--- config.mk ---
export PLATFORM = sky130hd
export DESIGN_NAME = sliding_window_mode_filter
export DESIGN_NICKNAME = d
export VERILOG_FILES = /design/src/rtl/swmf_pkg.sv /design/src/rtl/swmf_hist.sv /design/src/rtl/sliding_window_mode_filter.sv
export SDC_FILE = /design/constraint.sdc
export NUM_CORES = 1
export LEC_CHECK = 0
export BUFFER_PORTS_ARGS = -buffer_cell sky130_fd_sc_hd__buf_2
export CAP_MARGIN = 20
export CORE_ASPECT_RATIO = 1.5
export CORE_MARGIN = 1
export CORE_UTILIZATION = 51
export CTS_BUF_LIST = sky130_fd_sc_hd__clkbuf_8 sky130_fd_sc_hd__clkbuf_16
export CTS_CLUSTER_DIAMETER = 30
export DETAILED_ROUTE_END_ITERATION = 10
export GPL_TIMING_DRIVEN = 0
export HOLD_SLACK_MARGIN = 0.02
export PLACE_DENSITY = 0.77
export REMOVE_ABC_BUFFERS = 1
export SYNTH_ARGS = -nofsm -noshare
export SYNTH_HDL_FRONTEND = slang
export SYNTH_SLANG_ARGS = --single-unit
--- constraint.sdc ---
create_clock -name clk -period 4.1 [get_ports clk]
set_input_delay 0.82 -clock clk [delete_from_list [all_inputs] [get_ports clk]]
set_output_delay 0.82 -clock clk [all_outputs]
set_load 0.05 [all_outputs]
--- src/rtl/swmf_pkg.sv ---
// Shared types, constants and helpers for the sliding-window mode filter.
// Used by swmf_hist and sliding_window_mode_filter; depends on nothing else.
package swmf_pkg;

  // Window and class range
  localparam int WINDOW      = 10;
  localparam int NUM_CLASSES = 32;

  // Field and storage widths
  localparam int LABEL_W = 5;
  localparam int CNT_W   = 4;
  localparam int CLS_W   = (NUM_CLASSES > 1) ? $clog2(NUM_CLASSES) : 1;
  localparam int HEAD_W  = (WINDOW > 1) ? $clog2(WINDOW) : 1;
  localparam int FILL_W  = $clog2(WINDOW + 1);
  localparam int SCAN_W  = $clog2(NUM_CLASSES + 1);

  // Configuration port
  localparam int ADDR_W = 3;
  localparam int DATA_W = 32;
  localparam logic [LABEL_W-1:0] ZSUB_RESET = LABEL_W'(21);
  localparam logic REG_ZSUB = 1'b0;  // word index of zero_substitute

  // Count limits
  localparam logic [CNT_W-1:0] CNT_MAX = {CNT_W{1'b1}};

  // Request from the sequencer to the histogram store
  typedef struct packed {
    logic             rd_en;
    logic [CLS_W-1:0] rd_addr;
    logic             wr_en;
    logic [CLS_W-1:0] wr_addr;
    logic [CNT_W-1:0] wr_data;
  } hist_req_t;

  // Saturate a label into the class range
  function automatic logic [LABEL_W-1:0] clamp_class(input logic [LABEL_W-1:0] v);
    logic [LABEL_W-1:0] r;
    r = v;
    if (int'(v) >= NUM_CLASSES) r = LABEL_W'(NUM_CLASSES - 1);
    return r;
  endfunction

endpackage

--- src/rtl/swmf_hist.sv ---
// Per-label histogram store: one write and one registered read per cycle.
// Entries read as zero until first written after reset. Depends on swmf_pkg.
module swmf_hist (
  input  logic                       clk,
  input  logic                       rst,
  input  swmf_pkg::hist_req_t        req,
  output logic [swmf_pkg::CNT_W-1:0] rd_data
);

  logic [swmf_pkg::CNT_W-1:0]       mem [swmf_pkg::NUM_CLASSES];
  logic [swmf_pkg::NUM_CLASSES-1:0] valid;

  // Mark entries as written; reset empties the whole histogram at once
  always_ff @(posedge clk) begin
    if (rst) begin
      valid <= '0;
    end else if (req.wr_en) begin
      valid[req.wr_addr] <= 1'b1;
    end
  end

  // Write port
  always_ff @(posedge clk) begin
    if (req.wr_en) begin
      mem[req.wr_addr] <= req.wr_data;
    end
  end

  // Registered read; unwritten entries read as zero
  always_ff @(posedge clk) begin
    if (req.rd_en) begin
      rd_data <= valid[req.rd_addr] ? mem[req.rd_addr] : '0;
    end
  end

endmodule

--- src/rtl/sliding_window_mode_filter.sv ---
// Top level of the sliding-window mode filter: sequencer, label ring, output
// register and configuration port. Depends on swmf_pkg and swmf_hist.
//
// Usage:
//   Input beats on s_tvalid/s_tready/s_tdata carry one classifier label each.
//   A zero label is replaced by the zero_substitute register (APB, offset 0,
//   reset 21). Each label enters a ring of the last 10 labels, evicting the
//   oldest once full, and the histogram of per-label counts follows it.
//   Every input beat gives one output beat on m_tvalid/m_tready/m_tdata with
//   the most frequent label in the window, the lowest label winning ties.
//   The sequencer steps through the eviction read and write (once the ring is
//   full), the add read and write, a scan of the 32 counters through the
//   single histogram read port, one counter a cycle, and a finish state that
//   loads the output register. s_tready is high only while the sequencer is
//   idle, so one label is in flight at a time and a new label is taken only
//   once the previous one has left the sequencer.
//   A finished result waits in the output register; the next label may be
//   taken meanwhile, and the sequencer holds its result until m_tready frees
//   the register. Reset empties the ring and histogram and restores the
//   substitute register; no clearing pass is needed.
module sliding_window_mode_filter (
  input  logic                        clk,
  input  logic                        rst,
  // Input stream
  input  logic                        s_tvalid,
  output logic                        s_tready,
  input  logic [7:0]                  s_tdata,   // [4:0] label, [7:5] zero
  // Output stream
  output logic                        m_tvalid,
  input  logic                        m_tready,
  output logic [7:0]                  m_tdata,   // [4:0] mode_label, [7:5] zero
  // Configuration port
  input  logic                        psel,
  input  logic                        penable,
  input  logic                        pwrite,
  input  logic [swmf_pkg::ADDR_W-1:0] paddr,
  input  logic [swmf_pkg::DATA_W-1:0] pwdata,
  output logic [swmf_pkg::DATA_W-1:0] prdata,
  output logic                        pready
);

  typedef enum logic [2:0] {
    ST_IDLE,
    ST_EVICT_RD,
    ST_EVICT_WR,
    ST_ADD_RD,
    ST_ADD_WR,
    ST_SCAN,
    ST_FINISH
  } state_t;

  state_t                          state;
  logic [swmf_pkg::LABEL_W-1:0]    zero_substitute;
  logic [swmf_pkg::LABEL_W-1:0]    window_ring [swmf_pkg::WINDOW];
  logic [swmf_pkg::HEAD_W-1:0]     ring_head;
  logic [swmf_pkg::FILL_W-1:0]     fill_count;
  logic [swmf_pkg::CLS_W-1:0]      new_addr;
  logic [swmf_pkg::CLS_W-1:0]      old_addr;
  logic [swmf_pkg::SCAN_W-1:0]     scan_addr;
  logic                            cmp_vld;
  logic [swmf_pkg::CLS_W-1:0]      cmp_idx;
  logic [swmf_pkg::CNT_W-1:0]      best_cnt;
  logic [swmf_pkg::CLS_W-1:0]      best_label;
  logic [swmf_pkg::LABEL_W-1:0]    mode_label;

  swmf_pkg::hist_req_t             hreq;
  logic [swmf_pkg::CNT_W-1:0]      hrd_data;

  logic                            in_beat;
  logic                            cfg_wr;
  logic [swmf_pkg::LABEL_W-1:0]    lab_in;
  logic [swmf_pkg::LABEL_W-1:0]    lab_new;
  logic [swmf_pkg::LABEL_W-1:0]    lab_old;
  logic                            ring_full;
  logic                            scan_issue;
  logic                            scan_done;

  // Configuration register
  assign pready = 1'b1;
  assign cfg_wr = psel & penable & pwrite & pready;

  always_ff @(posedge clk) begin
    if (rst) begin
      zero_substitute <= swmf_pkg::ZSUB_RESET;
    end else if (cfg_wr && (paddr[2] == swmf_pkg::REG_ZSUB)) begin
      zero_substitute <= pwdata[swmf_pkg::LABEL_W-1:0];
    end
  end

  always_comb begin
    prdata = '0;
    if (paddr[2] == swmf_pkg::REG_ZSUB) begin
      prdata = swmf_pkg::DATA_W'(zero_substitute);
    end
  end

  // Label substitution and clamping
  assign lab_in    = s_tdata[swmf_pkg::LABEL_W-1:0];
  assign lab_new   = swmf_pkg::clamp_class((lab_in == '0) ? zero_substitute : lab_in);
  assign lab_old   = swmf_pkg::clamp_class(window_ring[ring_head]);
  assign ring_full = (fill_count == swmf_pkg::FILL_W'(swmf_pkg::WINDOW));
  assign s_tready  = (state == ST_IDLE);
  assign in_beat   = s_tvalid & s_tready;

  // Label ring: write at head on each accepted beat
  always_ff @(posedge clk) begin
    if (in_beat) begin
      window_ring[ring_head] <= lab_new;
    end
  end

  // Scan control
  assign scan_issue = (state == ST_SCAN) &&
                      (scan_addr < swmf_pkg::SCAN_W'(swmf_pkg::NUM_CLASSES));
  assign scan_done  = (state == ST_SCAN) && !scan_issue && !cmp_vld;

  // Histogram requests
  always_comb begin
    hreq = '0;
    case (state)
      ST_EVICT_RD: begin
        hreq.rd_en   = 1'b1;
        hreq.rd_addr = old_addr;
      end
      ST_EVICT_WR: begin
        hreq.wr_en   = (hrd_data != '0);
        hreq.wr_addr = old_addr;
        hreq.wr_data = hrd_data - swmf_pkg::CNT_W'(1);
      end
      ST_ADD_RD: begin
        hreq.rd_en   = 1'b1;
        hreq.rd_addr = new_addr;
      end
      ST_ADD_WR: begin
        hreq.wr_en   = (hrd_data != swmf_pkg::CNT_MAX);
        hreq.wr_addr = new_addr;
        hreq.wr_data = hrd_data + swmf_pkg::CNT_W'(1);
      end
      ST_SCAN: begin
        hreq.rd_en   = scan_issue;
        hreq.rd_addr = scan_addr[swmf_pkg::CLS_W-1:0];
      end
      default: hreq = '0;
    endcase
  end

  swmf_hist u_hist (
    .clk     (clk),
    .rst     (rst),
    .req     (hreq),
    .rd_data (hrd_data)
  );

  // Sequencer, ring pointers, scan compare and output register
  always_ff @(posedge clk) begin
    if (rst) begin
      state      <= ST_IDLE;
      ring_head  <= '0;
      fill_count <= '0;
      cmp_vld    <= 1'b0;
      m_tvalid   <= 1'b0;
    end else begin
      // Drop the output beat once taken, unless a new one is loaded now
      if (m_tvalid && m_tready && (state != ST_FINISH)) begin
        m_tvalid <= 1'b0;
      end
      case (state)
        ST_IDLE: begin
          if (in_beat) begin
            new_addr  <= swmf_pkg::CLS_W'(lab_new);
            old_addr  <= swmf_pkg::CLS_W'(lab_old);
            ring_head <= (ring_head == swmf_pkg::HEAD_W'(swmf_pkg::WINDOW - 1)) ?
                         '0 : ring_head + swmf_pkg::HEAD_W'(1);
            if (!ring_full) begin
              fill_count <= fill_count + swmf_pkg::FILL_W'(1);
            end
            state <= ring_full ? ST_EVICT_RD : ST_ADD_RD;
          end
        end
        ST_EVICT_RD: state <= ST_EVICT_WR;
        ST_EVICT_WR: state <= ST_ADD_RD;
        ST_ADD_RD:   state <= ST_ADD_WR;
        ST_ADD_WR: begin
          scan_addr  <= '0;
          cmp_vld    <= 1'b0;
          best_cnt   <= '0;
          best_label <= '0;
          state      <= ST_SCAN;
        end
        ST_SCAN: begin
          // Issue one read a cycle; compare the returned count in the next cycle
          cmp_vld <= scan_issue;
          cmp_idx <= scan_addr[swmf_pkg::CLS_W-1:0];
          if (scan_issue) begin
            scan_addr <= scan_addr + swmf_pkg::SCAN_W'(1);
          end
          if (cmp_vld && (hrd_data > best_cnt)) begin
            best_cnt   <= hrd_data;
            best_label <= cmp_idx;
          end
          if (scan_done) begin
            state <= ST_FINISH;
          end
        end
        ST_FINISH: begin
          // Hold the result until the output register is free
          if (!m_tvalid || m_tready) begin
            mode_label <= swmf_pkg::LABEL_W'(best_label);
            m_tvalid   <= 1'b1;
            state      <= ST_IDLE;
          end
        end
        default: state <= ST_IDLE;
      endcase
    end
  end

  assign m_tdata = {3'b000, mode_label};

  // Fill count never passes the window length
  assert property (@(posedge clk) disable iff (rst)
    fill_count <= swmf_pkg::FILL_W'(swmf_pkg::WINDOW))
    else $error("fill count beyond window");

  // Ring head stays inside the ring
  assert property (@(posedge clk) disable iff (rst)
    ring_head < swmf_pkg::HEAD_W'(swmf_pkg::WINDOW))
    else $error("ring head out of range");

  // An accepted beat takes the sequencer out of idle
  assert property (@(posedge clk) disable iff (rst)
    in_beat |=> !s_tready)
    else $error("input taken while busy");

  // Eviction only happens once the ring is full
  assert property (@(posedge clk) disable iff (rst)
    (in_beat && !ring_full) |=> (state == ST_ADD_RD))
    else $error("eviction before ring full");

endmodule

==> implementation parameters <==
Parameter                              Value

Timing
  Fin Clk Skew    0.0229 ns
  Fmax    0.273 GHz
  Number of slew-limit violations in the final report    0
  Normalized max-slew margin    a little over a quarter
  Setup violations, final    0
  Clock period minus worst slack    3.66 ns
  Final worst path period share    89.3%
  RSZ-0062 raised after global routing    no
  Worst Max-Slew Pin Slew    approximately 1.1 ns
  Fin. Hold Viols    0

Detailed routing
  Detailed-routing iteration count for the pre-antenna-repair pass    5
  Number of design rule violations left after detail routing    0
  Antenna violation net count after detailed routing    0
  Vias per inst    approximately 5.7
  Routed len/inst    roughly 19 um
  Iteration-0 DRC count of the detailed router    609
  Final routed wirelength across all metal layers    24.3 mm
  Vias after detailed routing    7351

Floorplanning
  Area of the placeable core    21800 um2
  Rows    66
  Number of ports placed on the die boundary    93
  Die span in y    185 um
  Horizontal die dimension    124 um
  Die Footprint    23000 um2
  Initial Utilization    a little over half

Clock tree
  Resized cells post-CTS    0
  Buffers inserted by post-CTS timing repair    0
  Clock insertion delay at the later pin of the skew report    0.51 ns
  Clock transition time at the flip-flop clock pins of the worst setup and hold paths    0.06 ns
  CTS H-tree depth    2
  TritonCTS buffer count    36
  Clock sink total    267
  TritonCTS clock tree    yes
  Cell chosen for the clock root    sky130_fd_sc_hd__clkbuf_16
  Post-cts hold buffer count    0
  Buffer depth of the longest clock path    3

Placed design
  Placer Congestion    0.834
  Quantity of I/O buffers inserted on ports    29
  HPWL reported at the end of detailed placement    ~16 mm
  Placed inst area    11800 um2

Power
  Post-layout total power    a little under 7 mW
  Pint    about 5.1 mW
  Leakage    approximately 4.6 nW
  Fraction of power spent switching nets    26.9%
  Cell area power density    536 nW/um2
  Logic pwr share    between 10 and 15%
  Power share of the clock group    42.2%
  Switching power of the nets    1.87 mW
  Reg power frac    45.1%
  Worst IR Drop VDD    0.569 mV

Synthesis
  Number of enable flip-flop cells after synthesis    217
  Portion of the post-synthesis area used by sequential elements    65.8%
  Post-synthesis register bit count    267
  Count of cell types in the netlist    56
  Cell area after technology mapping    11400 um2
  Mapped Cells    952
  Yosys warns    0
  Fraction of registers with async set or reset after synthesis    0%
  Dominant register cell in the synthesized netlist    sky130_fd_sc_hd__edfxtp_1
  Synth Area per Inst    12.0 um2

Setup path
  Timing startpoint of the critical path    state[2]
  Endpoint of the worst setup timing path    u_hist.mem[4][3]
  CP startpoint kind    flip-flop
  Critical path class    flip-flop to flip-flop
  Worst Setup End Kind    flip-flop
  Number of cells on the worst reg-to-reg path    10
  Reg-to-reg startpoint    state[2]
  Arr. time, crit path    4.01 ns
  Required time at the worst-slack endpoint    4.45 ns
  Capturing point of the worst reg2reg path    u_hist.mem[4][3]
  Biggest fanout along the worst timing path    21
  Register-to-register setup slack    0.44 ns

Global route
  Global-route wire length before repair    38.0 mm
  Initial antenna violation count    0
  Maximum number of pins on one net before global-route repair    56
  GRT Residual Overflow    0
  Via count of the first global-routing pass    7457
  Total routing resource utilization after global routing    a little over a fifth

Hold path
  Depth of the worst hold-timing path    0
  Path type of the worst min-delay path    flip-flop to flip-flop

Job
  Count of max-cap constraint violations    0

Cells and area
  Fraction of layout instances using a drive strength above 1    12.7%
  Antenna Cells    0
  Nets    between 1000 and 1500
  Number of fill cells in the layout    ~1700
  Layout overhead on the synthesized area    13.1%
  Summed area of non-filler cells in the final layout    around 13000 um2

Outcome
  Outcome    finished clean
-- metrics by stage --
| stage | worst slack [ns] | hold slack [ns] | utilization (%) | TNS (ns) | std cells |
|---|---|---|---|---|---|
| detailed placement | 0.481 | 0.416 | 54.0 | 0 | 1215 |
| CTS | 0.439 | 0.430 | 59.3 | 0 | 1280 |
| floorplan | 0.558 | 0.400 | - | 0 | 904 |
| global route | 0.171 | 0.442 | 59.3 | 0 | 1280 |
| global placement | -0.665 | 0.402 | 53.1 | -35.14 | 1205 |
| finish | 0.437 | 0.427 | 59.3 | 0 | 1280 |
-- sequential cells by signal (all words and copies together) (netlist names) --
signal / count
u_hist.mem: 128
window_ring: 50
u_hist.valid: 32
scan_addr: 6
best_label: 5
cmp_idx: 5
mode_label: 5
new_addr: 5
old_addr: 5
zero_substitute: 5
best_cnt: 4
fill_count: 4
ring_head: 4
u_hist.rd_data: 4
state: 3
cmp_vld: 1
m_tvalid: 1
-- Yosys cell counts (all sizes together), types with 12 or more instances --
cell type  count  area, um2
edfxtp       217       6520
nor3          16       80.1
dfxtp         50       1000
nand3         64        320
nor2         114        435
clkbuf        21       78.8
a32oi         12        113
nor2b         19        121
a31oi         28        175
buf           56        375
a21oi         44        224
mux2i         23        243
nand2        150        563
inv           13       48.8
-- power groups by stage --
| stage | clock network (mW) | registers, mW | logic, mW |
|---|---|---|---|
| 5_1_grt | 3.07 | 3.13 | 0.948 |
| 4_1_cts | 2.96 | 3.13 | 0.878 |
| 3_3_place_gp | 0 | 3.20 | 0.780 |
| 2_1_floorplan | 0 | 3.17 | 0.555 |
| 6_report | 2.93 | 3.13 | 0.878 |
| 3_5_place_dp | 0 | 3.18 | 0.872 |
-- metal layers --
metal  up-vias  share of wire (%)  track usage (%)
met5         -                  0                0
met4         0                3.8             10.8
met3        58                5.3             2.74
met2       253                 55             41.1
met1      3574                 36             22.3
li1       3466                  -                -
-- kinds of logic after synthesis --
| logic type | synth area share [%] |
|---|---|
| buf+inv | 4.40 |
| mux | 4.29 |
| flops | 65.8 |
| compound gates | 8.08 |
| fa+ha+maj | 0.985 |
| xor+xnor | 0.843 |
| other cells | 0.0657 |
| simple gates | 15.6 |
-- final cells by class --
| class | instances | area, um2 | area share, % |
|---|---|---|---|
| sequential | 267 | 7520 | 58.1 |
| multi-input combinational | 624 | 3550 | 27.4 |
| clock buffer | 37 | 915 | 7.08 |
| tap | 272 | 340 | 2.63 |
| timing repair buffer | 39 | 323 | 2.50 |
| clock inverter | 28 | 238 | 1.84 |
| inverter | 13 | 48.8 | 0.377 |
-- critical path: stages, from the launching register on --
cell and delay, ns:
sky130_fd_sc_hd__dfxtp_1 0.83, sky130_fd_sc_hd__nand2b_1 0.18, sky130_fd_sc_hd__nor2_2 0.59, sky130_fd_sc_hd__inv_1 0.19
sky130_fd_sc_hd__ha_1 0.38, sky130_fd_sc_hd__o21ai_0 0.09, sky130_fd_sc_hd__nand3b_1 0.09, sky130_fd_sc_hd__o21ai_0 0.10
sky130_fd_sc_hd__xnor2_1 0.14, sky130_fd_sc_hd__nor2_2 0.66, sky130_fd_sc_hd__buf_8 0.25
-- worst min path at each step --
stage	start	to	slack [ns]
floorplan	best_label[0]	mode_label[0]	0.40
global placement	best_label[2]	mode_label[2]	0.40
detailed placement	best_label[1]	mode_label[1]	0.42
CTS	best_label[1]	mode_label[1]	0.43
global route	best_label[4]	mode_label[4]	0.44
finish	best_label[1]	mode_label[1]	0.43
-- cell usage in the layout, fill, tap and decap left out, drive strengths merged, types with 2 or more instances in the layout --
master    synthesis  layout
and2              3       3
nand2           150     150
mux4             10      10
nor2            114     114
xor2              4       4
nor2b            19      19
conb              2      31
clkbuf           21      37
nor3b             2       2
inv              13      29
a21oi            44      44
o311a             4       4
clkinv            0       7
nand3            64      64
ha                9       9
nand2b            5       5
a211o             3       3
dfxtp            50      50
o21ba             4       4
a21o              6       6
mux2              2       2
a31oi            28      28
o21a              3       3
or3               2       2
o22ai             2       2
mux2i            23      23
and3             11      11
a211oi            6       6
a22oi             5       5
a22o              4       4
o21ai            11      11
buf              56      39
a32oi            12      12
nand3b            3       3
nand4             7       7
xnor2             7       7
clkinvlp          0       4
edfxtp          217     217
nor3             16      16
Power figures use the tool's default switching activity.
